## src/rtl/core/rc4ks_pkg.sv

```systemverilog
package rc4ks_pkg;

    localparam int KEY_WORD_W = 64;
    localparam int KEY_LEN_W  = 5;
    localparam int BYTE_W     = 8;
    localparam int LANES      = 8;
    localparam int LANE_W     = 3;
    localparam int ROWS       = 32;
    localparam int ROW_W      = 5;
    localparam int IDX_W      = 8;
    localparam int ROW_DATA_W = LANES * BYTE_W;

    // datapath operations, one per cycle
    typedef enum logic [3:0] {
        OP_NONE,
        OP_LOAD,
        OP_FILL,
        OP_RD_I,
        OP_RD_J,
        OP_WR_J,
        OP_WR_I,
        OP_OUT_RD,
        OP_OUT_LD
    } t_dp_op;

    typedef struct packed {
        t_dp_op op;
    } t_dp_cmd;

    typedef struct packed {
        logic chunk_last;  // row counter at the final row
        logic pass_last;   // swap pass counter at the final pass
        logic out_free;    // output register can take a word this cycle
    } t_dp_sts;

endpackage

```

## src/rtl/core/rc4ks_if.sv

```systemverilog
interface rc4ks_key_if;
    logic                                  valid;
    logic                                  ready;
    logic [rc4ks_pkg::KEY_WORD_W-1:0]      key_bytes_low;
    logic [rc4ks_pkg::KEY_WORD_W-1:0]      key_bytes_high;
    logic [rc4ks_pkg::KEY_LEN_W-1:0]       key_length;

    modport source (output valid, key_bytes_low, key_bytes_high, key_length, input ready);
    modport sink   (input valid, key_bytes_low, key_bytes_high, key_length, output ready);
endinterface

interface rc4ks_perm_if;
    logic                                  valid;
    logic                                  ready;
    logic [rc4ks_pkg::ROW_W-1:0]           chunk_index;
    logic [rc4ks_pkg::ROW_DATA_W-1:0]      perm_bytes;
    logic                                  last_chunk;

    modport source (output valid, chunk_index, perm_bytes, last_chunk, input ready);
    modport sink   (input valid, chunk_index, perm_bytes, last_chunk, output ready);
endinterface

```

## src/rtl/core/rc4ks_ctrl.sv

```systemverilog
module rc4ks_ctrl (
    input  logic               i_clk,
    input  logic               i_rst_n,
    input  logic               i_in_valid,
    input  rc4ks_pkg::t_dp_sts i_sts,
    output logic               o_in_ready,
    output rc4ks_pkg::t_dp_cmd o_cmd
);

    typedef enum logic [2:0] {
        S_IDLE,
        S_FILL,
        S_RD_I,
        S_RD_J,
        S_WR_J,
        S_WR_I,
        S_OUT_RD,
        S_OUT_LD
    } t_state;

    t_state r_state;
    t_state n_state;

    always_comb begin
        n_state    = r_state;
        o_cmd.op   = rc4ks_pkg::OP_NONE;
        o_in_ready = 1'b0;
        case (r_state)
            S_IDLE: begin
                o_in_ready = 1'b1;
                if (i_in_valid) begin
                    o_cmd.op = rc4ks_pkg::OP_LOAD;
                    n_state  = S_FILL;
                end
            end
            S_FILL: begin
                o_cmd.op = rc4ks_pkg::OP_FILL;
                if (i_sts.chunk_last) begin
                    n_state = S_RD_I;
                end
            end
            S_RD_I: begin
                o_cmd.op = rc4ks_pkg::OP_RD_I;
                n_state  = S_RD_J;
            end
            S_RD_J: begin
                o_cmd.op = rc4ks_pkg::OP_RD_J;
                n_state  = S_WR_J;
            end
            S_WR_J: begin
                o_cmd.op = rc4ks_pkg::OP_WR_J;
                n_state  = S_WR_I;
            end
            S_WR_I: begin
                o_cmd.op = rc4ks_pkg::OP_WR_I;
                n_state  = i_sts.pass_last ? S_OUT_RD : S_RD_I;
            end
            S_OUT_RD: begin
                o_cmd.op = rc4ks_pkg::OP_OUT_RD;
                n_state  = S_OUT_LD;
            end
            S_OUT_LD: begin
                if (i_sts.out_free) begin
                    o_cmd.op = rc4ks_pkg::OP_OUT_LD;
                    n_state  = i_sts.chunk_last ? S_IDLE : S_OUT_RD;
                end
            end
            default: begin
                n_state = S_IDLE;
            end
        endcase
    end

    always_ff @(posedge i_clk) begin
        if (!i_rst_n) begin
            r_state <= S_IDLE;
        end else begin
            r_state <= n_state;
        end
    end

endmodule

```

## src/rtl/core/rc4ks_dp.sv

```systemverilog
module rc4ks_dp #(
    parameter int MAX_KEY_BYTES = 16
) (
    input  logic                                i_clk,
    input  logic                                i_rst_n,
    input  rc4ks_pkg::t_dp_cmd                  i_cmd,
    input  logic [rc4ks_pkg::KEY_WORD_W-1:0]    i_key_low,
    input  logic [rc4ks_pkg::KEY_WORD_W-1:0]    i_key_high,
    input  logic [rc4ks_pkg::KEY_LEN_W-1:0]     i_key_len,
    input  logic                                i_out_ready,
    output rc4ks_pkg::t_dp_sts                  o_sts,
    output logic                                o_out_valid,
    output logic [rc4ks_pkg::ROW_W-1:0]         o_out_idx,
    output logic [rc4ks_pkg::ROW_DATA_W-1:0]    o_out_data,
    output logic                                o_out_last
);

    localparam int KPW = (MAX_KEY_BYTES > 1) ? $clog2(MAX_KEY_BYTES) : 1;
    localparam int KLW = $clog2(MAX_KEY_BYTES + 1);

    // permutation, eight entries to a row, byte writes
    logic [rc4ks_pkg::ROW_DATA_W-1:0] mem [rc4ks_pkg::ROWS];
    logic [rc4ks_pkg::ROW_DATA_W-1:0] r_rd;

    logic [rc4ks_pkg::BYTE_W-1:0]     r_key [MAX_KEY_BYTES];
    logic [KLW-1:0]                   r_len;
    logic [KPW-1:0]                   r_kp;
    logic [KPW-1:0]                   n_kp;
    logic [rc4ks_pkg::IDX_W-1:0]      r_i;
    logic [rc4ks_pkg::IDX_W-1:0]      n_i;
    logic [rc4ks_pkg::IDX_W-1:0]      r_j;
    logic [rc4ks_pkg::IDX_W-1:0]      n_j;
    logic [rc4ks_pkg::BYTE_W-1:0]     r_si;
    logic [rc4ks_pkg::ROW_W-1:0]      r_chunk;
    logic [rc4ks_pkg::ROW_W-1:0]      n_chunk;
    logic                             r_out_valid;

    logic [2*rc4ks_pkg::KEY_WORD_W-1:0] key_all;
    logic [rc4ks_pkg::KEY_LEN_W-1:0]  len_eff;
    logic [rc4ks_pkg::BYTE_W-1:0]     si;
    logic [rc4ks_pkg::BYTE_W-1:0]     sj;
    logic [rc4ks_pkg::BYTE_W-1:0]     kb;
    logic [KLW-1:0]                   kp_inc;
    logic                             rd_en;
    logic [rc4ks_pkg::ROW_W-1:0]      rd_addr;
    logic [rc4ks_pkg::LANES-1:0]      wr_en;
    logic [rc4ks_pkg::ROW_W-1:0]      wr_addr;
    logic [rc4ks_pkg::BYTE_W-1:0]     wr_val;
    logic                             wr_fill;

    assign key_all = {i_key_high, i_key_low};
    assign si      = r_rd[{r_i[rc4ks_pkg::LANE_W-1:0], 3'b000} +: rc4ks_pkg::BYTE_W];
    assign sj      = r_rd[{r_j[rc4ks_pkg::LANE_W-1:0], 3'b000} +: rc4ks_pkg::BYTE_W];
    assign kb      = r_key[r_kp];
    assign kp_inc  = KLW'(r_kp) + KLW'(1);

    always_comb begin
        if (i_key_len == '0) begin
            len_eff = rc4ks_pkg::KEY_LEN_W'(1);
        end else if (i_key_len > rc4ks_pkg::KEY_LEN_W'(MAX_KEY_BYTES)) begin
            len_eff = rc4ks_pkg::KEY_LEN_W'(MAX_KEY_BYTES);
        end else begin
            len_eff = i_key_len;
        end
    end

    always_comb begin
        n_i     = r_i;
        n_j     = r_j;
        n_kp    = r_kp;
        n_chunk = r_chunk;
        rd_en   = 1'b0;
        rd_addr = r_chunk;
        wr_en   = '0;
        wr_addr = r_chunk;
        wr_val  = r_si;
        wr_fill = 1'b0;
        case (i_cmd.op)
            rc4ks_pkg::OP_LOAD: begin
                n_i     = '0;
                n_j     = '0;
                n_kp    = '0;
                n_chunk = '0;
            end
            rc4ks_pkg::OP_FILL: begin
                wr_en   = '1;
                wr_fill = 1'b1;
                n_chunk = r_chunk + 1'b1;
            end
            rc4ks_pkg::OP_RD_I: begin
                rd_en   = 1'b1;
                rd_addr = r_i[rc4ks_pkg::IDX_W-1:rc4ks_pkg::LANE_W];
            end
            rc4ks_pkg::OP_RD_J: begin
                // j += S[i] + key byte, mod 256 by width
                n_j     = r_j + si + kb;
                rd_en   = 1'b1;
                rd_addr = n_j[rc4ks_pkg::IDX_W-1:rc4ks_pkg::LANE_W];
                n_kp    = (kp_inc >= r_len) ? '0 : KPW'(r_kp + KPW'(1));
            end
            rc4ks_pkg::OP_WR_J: begin
                wr_addr = r_j[rc4ks_pkg::IDX_W-1:rc4ks_pkg::LANE_W];
                wr_en[r_j[rc4ks_pkg::LANE_W-1:0]] = 1'b1;
                wr_val  = r_si;
            end
            rc4ks_pkg::OP_WR_I: begin
                // read data still holds the row of j
                wr_addr = r_i[rc4ks_pkg::IDX_W-1:rc4ks_pkg::LANE_W];
                wr_en[r_i[rc4ks_pkg::LANE_W-1:0]] = 1'b1;
                wr_val  = sj;
                n_i     = r_i + 1'b1;
            end
            rc4ks_pkg::OP_OUT_RD: begin
                rd_en   = 1'b1;
                rd_addr = r_chunk;
            end
            rc4ks_pkg::OP_OUT_LD: begin
                n_chunk = r_chunk + 1'b1;
            end
            default: begin
            end
        endcase
    end

    always_ff @(posedge i_clk) begin
        for (int l = 0; l < rc4ks_pkg::LANES; l++) begin
            if (wr_en[l]) begin
                mem[wr_addr][l*rc4ks_pkg::BYTE_W +: rc4ks_pkg::BYTE_W] <=
                    wr_fill ? {r_chunk, rc4ks_pkg::LANE_W'(l)} : wr_val;
            end
        end
        if (rd_en) begin
            r_rd <= mem[rd_addr];
        end
    end

    always_ff @(posedge i_clk) begin
        if (i_cmd.op == rc4ks_pkg::OP_LOAD) begin
            for (int b = 0; b < MAX_KEY_BYTES; b++) begin
                r_key[b] <= key_all[b*rc4ks_pkg::BYTE_W +: rc4ks_pkg::BYTE_W];
            end
            r_len <= KLW'(len_eff);
        end
        if (i_cmd.op == rc4ks_pkg::OP_RD_J) begin
            r_si <= si;
        end
        if (i_cmd.op == rc4ks_pkg::OP_OUT_LD) begin
            o_out_data <= r_rd;
            o_out_idx  <= r_chunk;
            o_out_last <= (r_chunk == rc4ks_pkg::ROW_W'(rc4ks_pkg::ROWS - 1));
        end
    end

    always_ff @(posedge i_clk) begin
        if (!i_rst_n) begin
            r_i         <= '0;
            r_j         <= '0;
            r_kp        <= '0;
            r_chunk     <= '0;
            r_out_valid <= 1'b0;
        end else begin
            r_i     <= n_i;
            r_j     <= n_j;
            r_kp    <= n_kp;
            r_chunk <= n_chunk;
            if (i_cmd.op == rc4ks_pkg::OP_OUT_LD) begin
                r_out_valid <= 1'b1;
            end else if (i_out_ready) begin
                r_out_valid <= 1'b0;
            end
        end
    end

    assign o_out_valid      = r_out_valid;
    assign o_sts.chunk_last = (r_chunk == rc4ks_pkg::ROW_W'(rc4ks_pkg::ROWS - 1));
    assign o_sts.pass_last  = (r_i == '1);
    assign o_sts.out_free   = !r_out_valid || i_out_ready;

endmodule

```

## src/rtl/core/rc4_key_schedule.sv

```systemverilog
// RC4 key schedule.
// i_key (sink): one word per key: key bytes 0..7 and 8..15, and a length.
//   A length of 0 counts as 1; above MAX_KEY_BYTES it saturates.
// o_perm (source): 32 words per key, chunk_index 0..31, each carrying eight
//   permutation entries, lowest entry in bits 7:0; last_chunk marks word 31.
// Sequence, one key at a time:
//   identity fill of all 32 rows (one 64-bit row per cycle),
//   256 swap passes (read S[i], read S[j], write S[j], write S[i])
//   on the single-port 32 x 64 permutation RAM,
//   then per output word a RAM read and a load into the output register.
//   The next key is taken only once the sequencer is back in idle after the
//   last word has been loaded.
// i_key.ready is high only while idle. The last output word may still sit in
//   the output register when the next key is taken.
// Receiver stall: the output register holds its word and the sequencer waits;
//   no word is dropped or repeated.
// Reset (synchronous, active low) returns the sequencer to idle and drops
//   o_perm.valid; the RAM contents are rewritten by every key before use.
module rc4_key_schedule #(
    parameter int MAX_KEY_BYTES = 16
) (
    input  logic                i_clk,
    input  logic                i_rst_n,
    rc4ks_key_if.sink           i_key,
    rc4ks_perm_if.source        o_perm
);

    rc4ks_pkg::t_dp_cmd cmd;
    rc4ks_pkg::t_dp_sts sts;

    // sequencer: fill, swap passes, word readout
    rc4ks_ctrl u_ctrl (
        .i_clk      (i_clk),
        .i_rst_n    (i_rst_n),
        .i_in_valid (i_key.valid),
        .i_sts      (sts),
        .o_in_ready (i_key.ready),
        .o_cmd      (cmd)
    );

    // permutation RAM, indexes, key register and output register
    rc4ks_dp #(
        .MAX_KEY_BYTES (MAX_KEY_BYTES)
    ) u_dp (
        .i_clk       (i_clk),
        .i_rst_n     (i_rst_n),
        .i_cmd       (cmd),
        .i_key_low   (i_key.key_bytes_low),
        .i_key_high  (i_key.key_bytes_high),
        .i_key_len   (i_key.key_length),
        .i_out_ready (o_perm.ready),
        .o_sts       (sts),
        .o_out_valid (o_perm.valid),
        .o_out_idx   (o_perm.chunk_index),
        .o_out_data  (o_perm.perm_bytes),
        .o_out_last  (o_perm.last_chunk)
    );

endmodule

```

## src/flat_wrapper.sv

```systemverilog
// flat-port wrapper written by rule: the top's interface ports become plain ports
module rc4_key_schedule_flat 
#(
    parameter int MAX_KEY_BYTES = 16
)
  (i_clk, i_rst_n, i_key_valid, i_key_key_bytes_low, i_key_key_bytes_high, i_key_key_length, i_key_ready, o_perm_valid, o_perm_chunk_index, o_perm_perm_bytes, o_perm_last_chunk, o_perm_ready);
  rc4ks_key_if i_key_i ();
  rc4ks_perm_if o_perm_i ();
  input  logic i_clk;
  input  logic i_rst_n;
  input wire logic [$bits(i_key_i.valid)-1:0] i_key_valid;
  input wire logic [$bits(i_key_i.key_bytes_low)-1:0] i_key_key_bytes_low;
  input wire logic [$bits(i_key_i.key_bytes_high)-1:0] i_key_key_bytes_high;
  input wire logic [$bits(i_key_i.key_length)-1:0] i_key_key_length;
  output wire logic [$bits(i_key_i.ready)-1:0] i_key_ready;
  output wire logic [$bits(o_perm_i.valid)-1:0] o_perm_valid;
  output wire logic [$bits(o_perm_i.chunk_index)-1:0] o_perm_chunk_index;
  output wire logic [$bits(o_perm_i.perm_bytes)-1:0] o_perm_perm_bytes;
  output wire logic [$bits(o_perm_i.last_chunk)-1:0] o_perm_last_chunk;
  input wire logic [$bits(o_perm_i.ready)-1:0] o_perm_ready;
  assign i_key_i.valid = i_key_valid;
  assign i_key_i.key_bytes_low = i_key_key_bytes_low;
  assign i_key_i.key_bytes_high = i_key_key_bytes_high;
  assign i_key_i.key_length = i_key_key_length;
  assign i_key_ready = i_key_i.ready;
  assign o_perm_valid = o_perm_i.valid;
  assign o_perm_chunk_index = o_perm_i.chunk_index;
  assign o_perm_perm_bytes = o_perm_i.perm_bytes;
  assign o_perm_last_chunk = o_perm_i.last_chunk;
  assign o_perm_i.ready = o_perm_ready;
  rc4_key_schedule #(.MAX_KEY_BYTES(MAX_KEY_BYTES)) u_core (.i_clk(i_clk), .i_rst_n(i_rst_n), .i_key(i_key_i), .o_perm(o_perm_i));
endmodule
```

## config.mk

```make
export PLATFORM = sky130hd
export DESIGN_NAME = rc4_key_schedule_flat
export DESIGN_NICKNAME = d
export VERILOG_FILES = /design/src/rtl/core/rc4ks_pkg.sv /design/src/rtl/core/rc4ks_if.sv /design/src/rtl/core/rc4ks_ctrl.sv /design/src/rtl/core/rc4ks_dp.sv /design/src/rtl/core/rc4_key_schedule.sv /design/src/flat_wrapper.sv
export SDC_FILE = /design/constraint.sdc
export NUM_CORES = 2
export LEC_CHECK = 0
export BUFFER_PORTS_ARGS = -buffer_cell sky130_fd_sc_hd__buf_2
export CAP_MARGIN = 5
export CORE_ASPECT_RATIO = 1.75
export CORE_MARGIN = 5
export CORE_UTILIZATION = 44
export DETAILED_ROUTE_END_ITERATION = 10
export GPL_TIMING_DRIVEN = 0
export PLACE_DENSITY = 0.67
export REMOVE_ABC_BUFFERS = 1
export SLEW_MARGIN = 40
export SYNTH_ARGS = -nofsm -noshare
export SYNTH_HDL_FRONTEND = slang
export SYNTH_SLANG_ARGS = --single-unit
```

## constraint.sdc

```tcl
create_clock -name i_clk -period 15.3 [get_ports i_clk]
set_input_delay 4.59 -clock i_clk [delete_from_list [all_inputs] [get_ports i_clk]]
set_output_delay 4.59 -clock i_clk [all_outputs]
set_load 0.02 [all_outputs]
```

## Word-level counts from Yosys, hierarchy flattened

Memories as Yosys holds them, arrays and structs flattened. A register that Yosys moved wholly into a read port is not among the register bits.
Index checks and enable logic that the tools add are counted.

| cells by class | value |
|---|---|
| add/subtract/negate cells | 6 |
| multiplexer cells | 56 |
| order comparisons | 6 |
| equal/unequal tests | 20 |
| shift-type cells | 2 |
| reductions and logical operators | 14 |

Operator list:

| operator | number |
|---|---|
| $shiftx A64 B7 Y8 | 2 |
| $mux W8 | 9 |
| $pmux W4 S8 | 1 |
| $pmux W8 S2 | 2 |
| $pmux W5 S2 | 3 |
| $mux W1 | 26 |
| $pmux W3 S8 | 1 |
| $pmux W8 S3 | 1 |
| $add A8 B8 Y8 | 2 |
| $eq A4 B3 Y1 const B | 4 |
| $mux W4 | 4 |
| $mux W3 | 5 |
| $eq A3 B3 Y1 const B | 4 |
| $add A8 B1 Y8 const B | 1 |
| $eq A4 B2 Y1 const B | 2 |
| $eq A8 B8 Y1 const B | 1 |
| $lt A3 B4 Y1 const B | 2 |
| $pmux W4 S2 | 1 |
| $reduce_bool A2 Y1 | 4 |
| $demux W1 S3 | 2 |
| $eq A3 B2 Y1 const B | 2 |
| $ge A3 B1 Y1 const B | 2 |
| $add A4 B1 Y5 const B | 1 |
| $add A5 B1 Y5 const B | 1 |
| 18 further kinds | 21 |

| word-level totals | value |
|---|---|
| register bits after elaboration | 112 |
| bits in writable memories | 2176 |
| output and inout bits | 72 |
| word-level logic and storage cells | 118 |
| bits of input ports | 137 |
| memories kept | 2 |

Memory list:

| memory | words | bits a word | rd ports | clocked after Yosys merged registers in | write ports | line | text |
|---|---|---|---|---|---|---|---|
| u_core.u_dp.mem | 32 | 64 | 1 | 1 | 1 | rc4ks_dp.sv:22 | `logic [rc4ks_pkg::ROW_DATA_W-1:0] mem [rc4ks_pkg::ROWS];` |
| u_core.u_dp.r_key | 16 | 8 | 1 | 1 | 16 | rc4ks_dp.sv:25 | `logic [rc4ks_pkg::BYTE_W-1:0] r_key [MAX_KEY_BYTES];` |

## Depth between registers and ports, before layout

| depth | value |
|---|---|
| depth after elaboration | 8 |
| mapped depth | 20 |
| depth with buffers taken out | 14 |

## Hierarchy

A second synthesis with hierarchy kept.

| unflattened totals | value |
|---|---|
| cells, all modules | 5357 |
| area total of the unflattened synthesis | 96854.1 µm² |

Modules (own cells, without submodules):

| module | times used | sequential area each (µm²) | area each (µm²) | cells an instance |
|---|---|---|---|---|
| rc4ks_dp | 1 | 70357.5 | 96595.1 | 5327 |
| rc4ks_ctrl | 1 | 60.1 | 259.0 | 30 |

## Least setup slack after synthesis

OpenSTA, ideal clock, no wires.

| timing | value |
|---|---|
| path kind | flip-flop to flip-flop |
| start | register u_core.u_dp.r_j[2] (netlist name) |
| end | memory u_core.u_dp.mem[0][13] (netlist name), data pin |
| data arrival time | 11.353 ns |
| setup slack | 1.760 ns |
| data required time | 13.113 ns |
| buffers on the path | 2 |
| cell stages (with the launch flop) | 8 |
| period minus slack after synthesis | 13.540 ns |
| setup time | 2.187 ns |
| path through | dfxtp_1 -> clkbuf_1 -> buf_1 -> mux4_2 -> nand2_1 -> nand3_1 -> o21ai_0 -> o21ai_0 |

| between the ends | value |
|---|---|
| cells in the longest elaborated chain, start to end | 3 |

RTL lines:

| element | line | text |
|---|---|---|
| start: declaration | rc4ks_dp.sv:31 | `logic [rc4ks_pkg::IDX_W-1:0] r_j;` |
| start signal: assignment | rc4ks_dp.sv:163 | `r_j <= n_j;` |
| $shiftx A64 B7 Y8 | rc4ks_dp.sv:53 | `assign sj = r_rd[{r_j[rc4ks_pkg::LANE_W-1:0], 3'b000} +: rc4ks_pkg::BYTE_W];` |
| $mux W8 | rc4ks_dp.sv:78 | `case (i_cmd.op)` |
| $mux W8 | rc4ks_dp.sv:129 | `wr_fill ? {r_chunk, rc4ks_pkg::LANE_W'(l)} : wr_val;` |
| end: declaration | rc4ks_dp.sv:22 |  |

Every way passes these cells.

==> impl_metrics.json <==
{
  "status": "finished, final reports clean",
  "post_cts_resized": 0,
  "yosys_most_used_dff": "edfxtp_1",
  "rsz0062_at_grt": "false",
  "hold_path.class": "flop to flop",
  "grt_first_pass_wirelength_um": 379000,
  "max_freq_mhz": 129,
  "ioPinCount": 209,
  "grt_pass1_vias": 59300,
  "period_needed_ns": 7.75,
  "synth_top_area_cell": "edfxtp_1",
  "core_area_sq_um": 214000,
  "final_util_pct": 51.3,
  "dieArea_sq_um": 225000,
  "critPathRequiredTime_ns": 15.90,
  "wl_per_cell_um": 24.7,
  "leakage_uw": 0.0382,
  "clk_path_buf_depth": 4,
  "arrival_ns": 8.36,
  "viasPerCell": 5.77,
  "cp-start-kind": "flop",
  "die_h_um": 623,
  "grtUsageMet2_pct": 37.5,
  "cts_setup_buffers": 0,
  "synth_area_sq_um": 94600,
  "drive_above_1_share_pct": 15.4,
  "ys.warnings.count": 0,
  "cellPowerDensity_nw_per_um2": 132,
  "clock_skew_ns": 0.0819,
  "area_growth_pct": 16.2,
  "synth.most_common_cell": "edfxtp_1",
  "synth_edf_count": 2323,
  "setup_tns_ns": 0,
  "synth-seq-cells": 2356,
  "ys_top_cells_by_area": "edfxtp_1 (74%), nand2_1 (8.4%), a31oi_1 (3.4%)",
  "worst_pin_slew_ns": 0.855,
  "use_met3_pct": 3.33,
  "drv_slew": 0,
  "track_usage_pct": 22.2,
  "start_util_pct": 44.2,
  "overflow": 0,
  "ir_drop_v": 0.0000966,
  "floorplan.rows": 225,
  "yosysUniqueCellTypes": 55,
  "synth_area_per_cell_sq_um": 13.3,
  "clk_pin_slew_worst_paths_ns": 0.07,
  "hold_viol": 0,
  "drt-pass1-iter-count": 9,
  "finalSetupViolCount": 0,
  "critical_path_class": "flop to flop",
  "cp_max_fo": 21,
  "cts_tree": "done",
  "syn-instance-count": 7109,
  "drtAntennaViolNets": 0,
  "clock-sinks": 2356,
  "total_power_uw": 14500,
  "use_met1_pct": 26.3,
  "io_buffers": 208,
  "htreeDepth": 4,
  "drc": 0,
  "gp_congestion": 0.884,
  "num_vias": 60200,
  "ys_seq_area_share_pct": 74.4,
  "nets": 7598,
  "synth_commonest_cells": "edfxtp_1 (2323), nand2_1 (2127), nand3_1 (532)",
  "worstSkewPairLatency_ns": 0.89,
  "async_flop_share_pct": 0,
  "wl_um": 258000,
  "grt_start_max_net_pins": 90,
  "cts_made_buffers": 208,
  "first_iter_violations": 6358,
  "maxCapViolCount": 0,
  "finalNonFillerCells": 10400,
  "relSlewSlack_pct": 42.6,
  "antenna_found_initial": 13,
  "ctsHoldBuffers": 0,
  "fin_crit_sh_pct": 50.7,
  "synth.top_cell.area_share_pct": 73.7,
  "place_inst": 10100,
  "die_w_um": 361,
  "place_hpwl_um": 178000,
  "root_buffer": "clkbuf_16",
  "top_usage_layer": "met2",
  "cp-end-kind": "flop"
}
-- per-layer routing --
layer | part of all wire (%) | vias to the layer above
met5 | 0.043 | -
met4 | 7.9 | 16
met3 | 7.7 | 728
met2 | 49 | 2942
met1 | 35 | 29700
li1 | - | 26800
-- critical path, cell delays in order, from the launching register on --
cell	delay, ns
dfxtp_4	0.51
buf_12	0.24
mux4_2	0.54
mux4_2	0.60
fa_1	0.54
ha_1	0.19
inv_1	0.07
fa_1	0.45
nor2b_1	0.19
o21a_1	0.13
nor3_1	0.08
o31ai_4	0.42
buf_8	0.22
buf_6	0.19
buf_4	0.24
buf_4	0.26
buf_4	0.25
buf_6	0.17
buf_4	0.18
buf_4	0.23
buf_4	0.24
buf_6	0.18
buf_6	0.16
a31oi_1	0.06
a22oi_1	0.43
mux2i_1	0.19
mux2_2	0.41
-- through the flow --
stage | setup WS [ns] | hold slack (ns) | instance area, sq um
2_1_floorplan | -22.48 | 0.435 | 92800
3_3_place_gp | -47.73 | 0.484 | 97300
3_5_place_dp | 7.61 | 0.486 | 103000
4_1_cts | 7.55 | 0.503 | 110000
5_1_grt | 7.34 | 0.530 | 110000
6_report | 7.55 | 0.511 | 110000
-- state kept, by name, indices dropped and copies added, names as in the netlist, named ones only --
signal                   flops
u_core.u_dp.mem           2048
u_core.u_dp.r_key          128
u_core.u_dp.o_out_data      64
u_core.u_dp.r_rd            64
u_core.u_dp.r_i              8
u_core.u_dp.r_j              8
u_core.u_dp.r_si             8
u_core.u_dp.o_out_idx        5
u_core.u_dp.r_chunk          5
u_core.u_dp.r_len            5
u_core.u_dp.r_kp             4
u_core.u_ctrl.r_state        3
u_core.u_dp.o_out_last       1
u_core.u_dp.o_out_valid      1
-- cell families (layout without fill, tap and decap cells) --
logic type	Yosys count	in the layout	synth area share, %
xor+xnor	9	9	0.0833
flops	2356	2356	74.4
buf+inv	507	999	2.03
other cells	0	5	0
fa+ha+maj	25	25	0.394
mux	277	277	3.82
compound gates	895	895	6.28
simple gates	3040	3040	13.0
-- power by group --
group          leakage [uW]  total, uW  internal (uW)  switching (uW)
logic                0.0136       1860            642            1210
registers            0.0213       7330           7270            56.3
clock network       0.00330       5330           3000            2330
-- cell usage in the layout, fill, tap and decap left out, drive strengths merged, types with 4 or more instances in the layout --
cell type / instances
a22oi: 258
edfxtp: 2323
o21a: 10
or2: 5
dfxtp: 33
a21boi: 9
xnor2: 5
nor3: 21
o21ai: 28
nand2: 2127
a21oi: 36
nand3: 532
xor2: 4
mux4: 60
and3: 6
clkbuf: 241
nand2b: 9
inv: 31
diode: 5
clkinvlp: 14
bufinv: 29
nor2: 303
clkinv: 80
a21o: 5
and2: 12
mux2i: 146
fa: 8
o22ai: 4
ha: 17
a31oi: 521
mux2: 71
buf: 604
nor2b: 16
-- layout make-up --
class	instances	area, sq um
Fill cell	17200	104000
Sequential cell	2356	70400
Multi-Input combinational cell	4246	22800
Timing Repair Buffer	604	6250
Clock buffer	241	5350
Tap cell	2837	3550
Clock inverter	134	1480
Inverter	20	82.6
Antenna cell	5	12.5
-- worst paths after layout --
path,from,end,slack (ns),cells after the start
min,u_core.u_dp.r_rd[19],u_core.u_dp.o_out_data[19],0.51,0
max reg2reg,flop,u_core.u_dp.r_rd[52],7.55,26
min reg2reg,u_core.u_dp.r_rd[19],u_core.u_dp.o_out_data[19],0.51,0
max,flop,u_core.u_dp.r_rd[52],7.55,26
No activity file was read; power rests on OpenSTA's default activity.
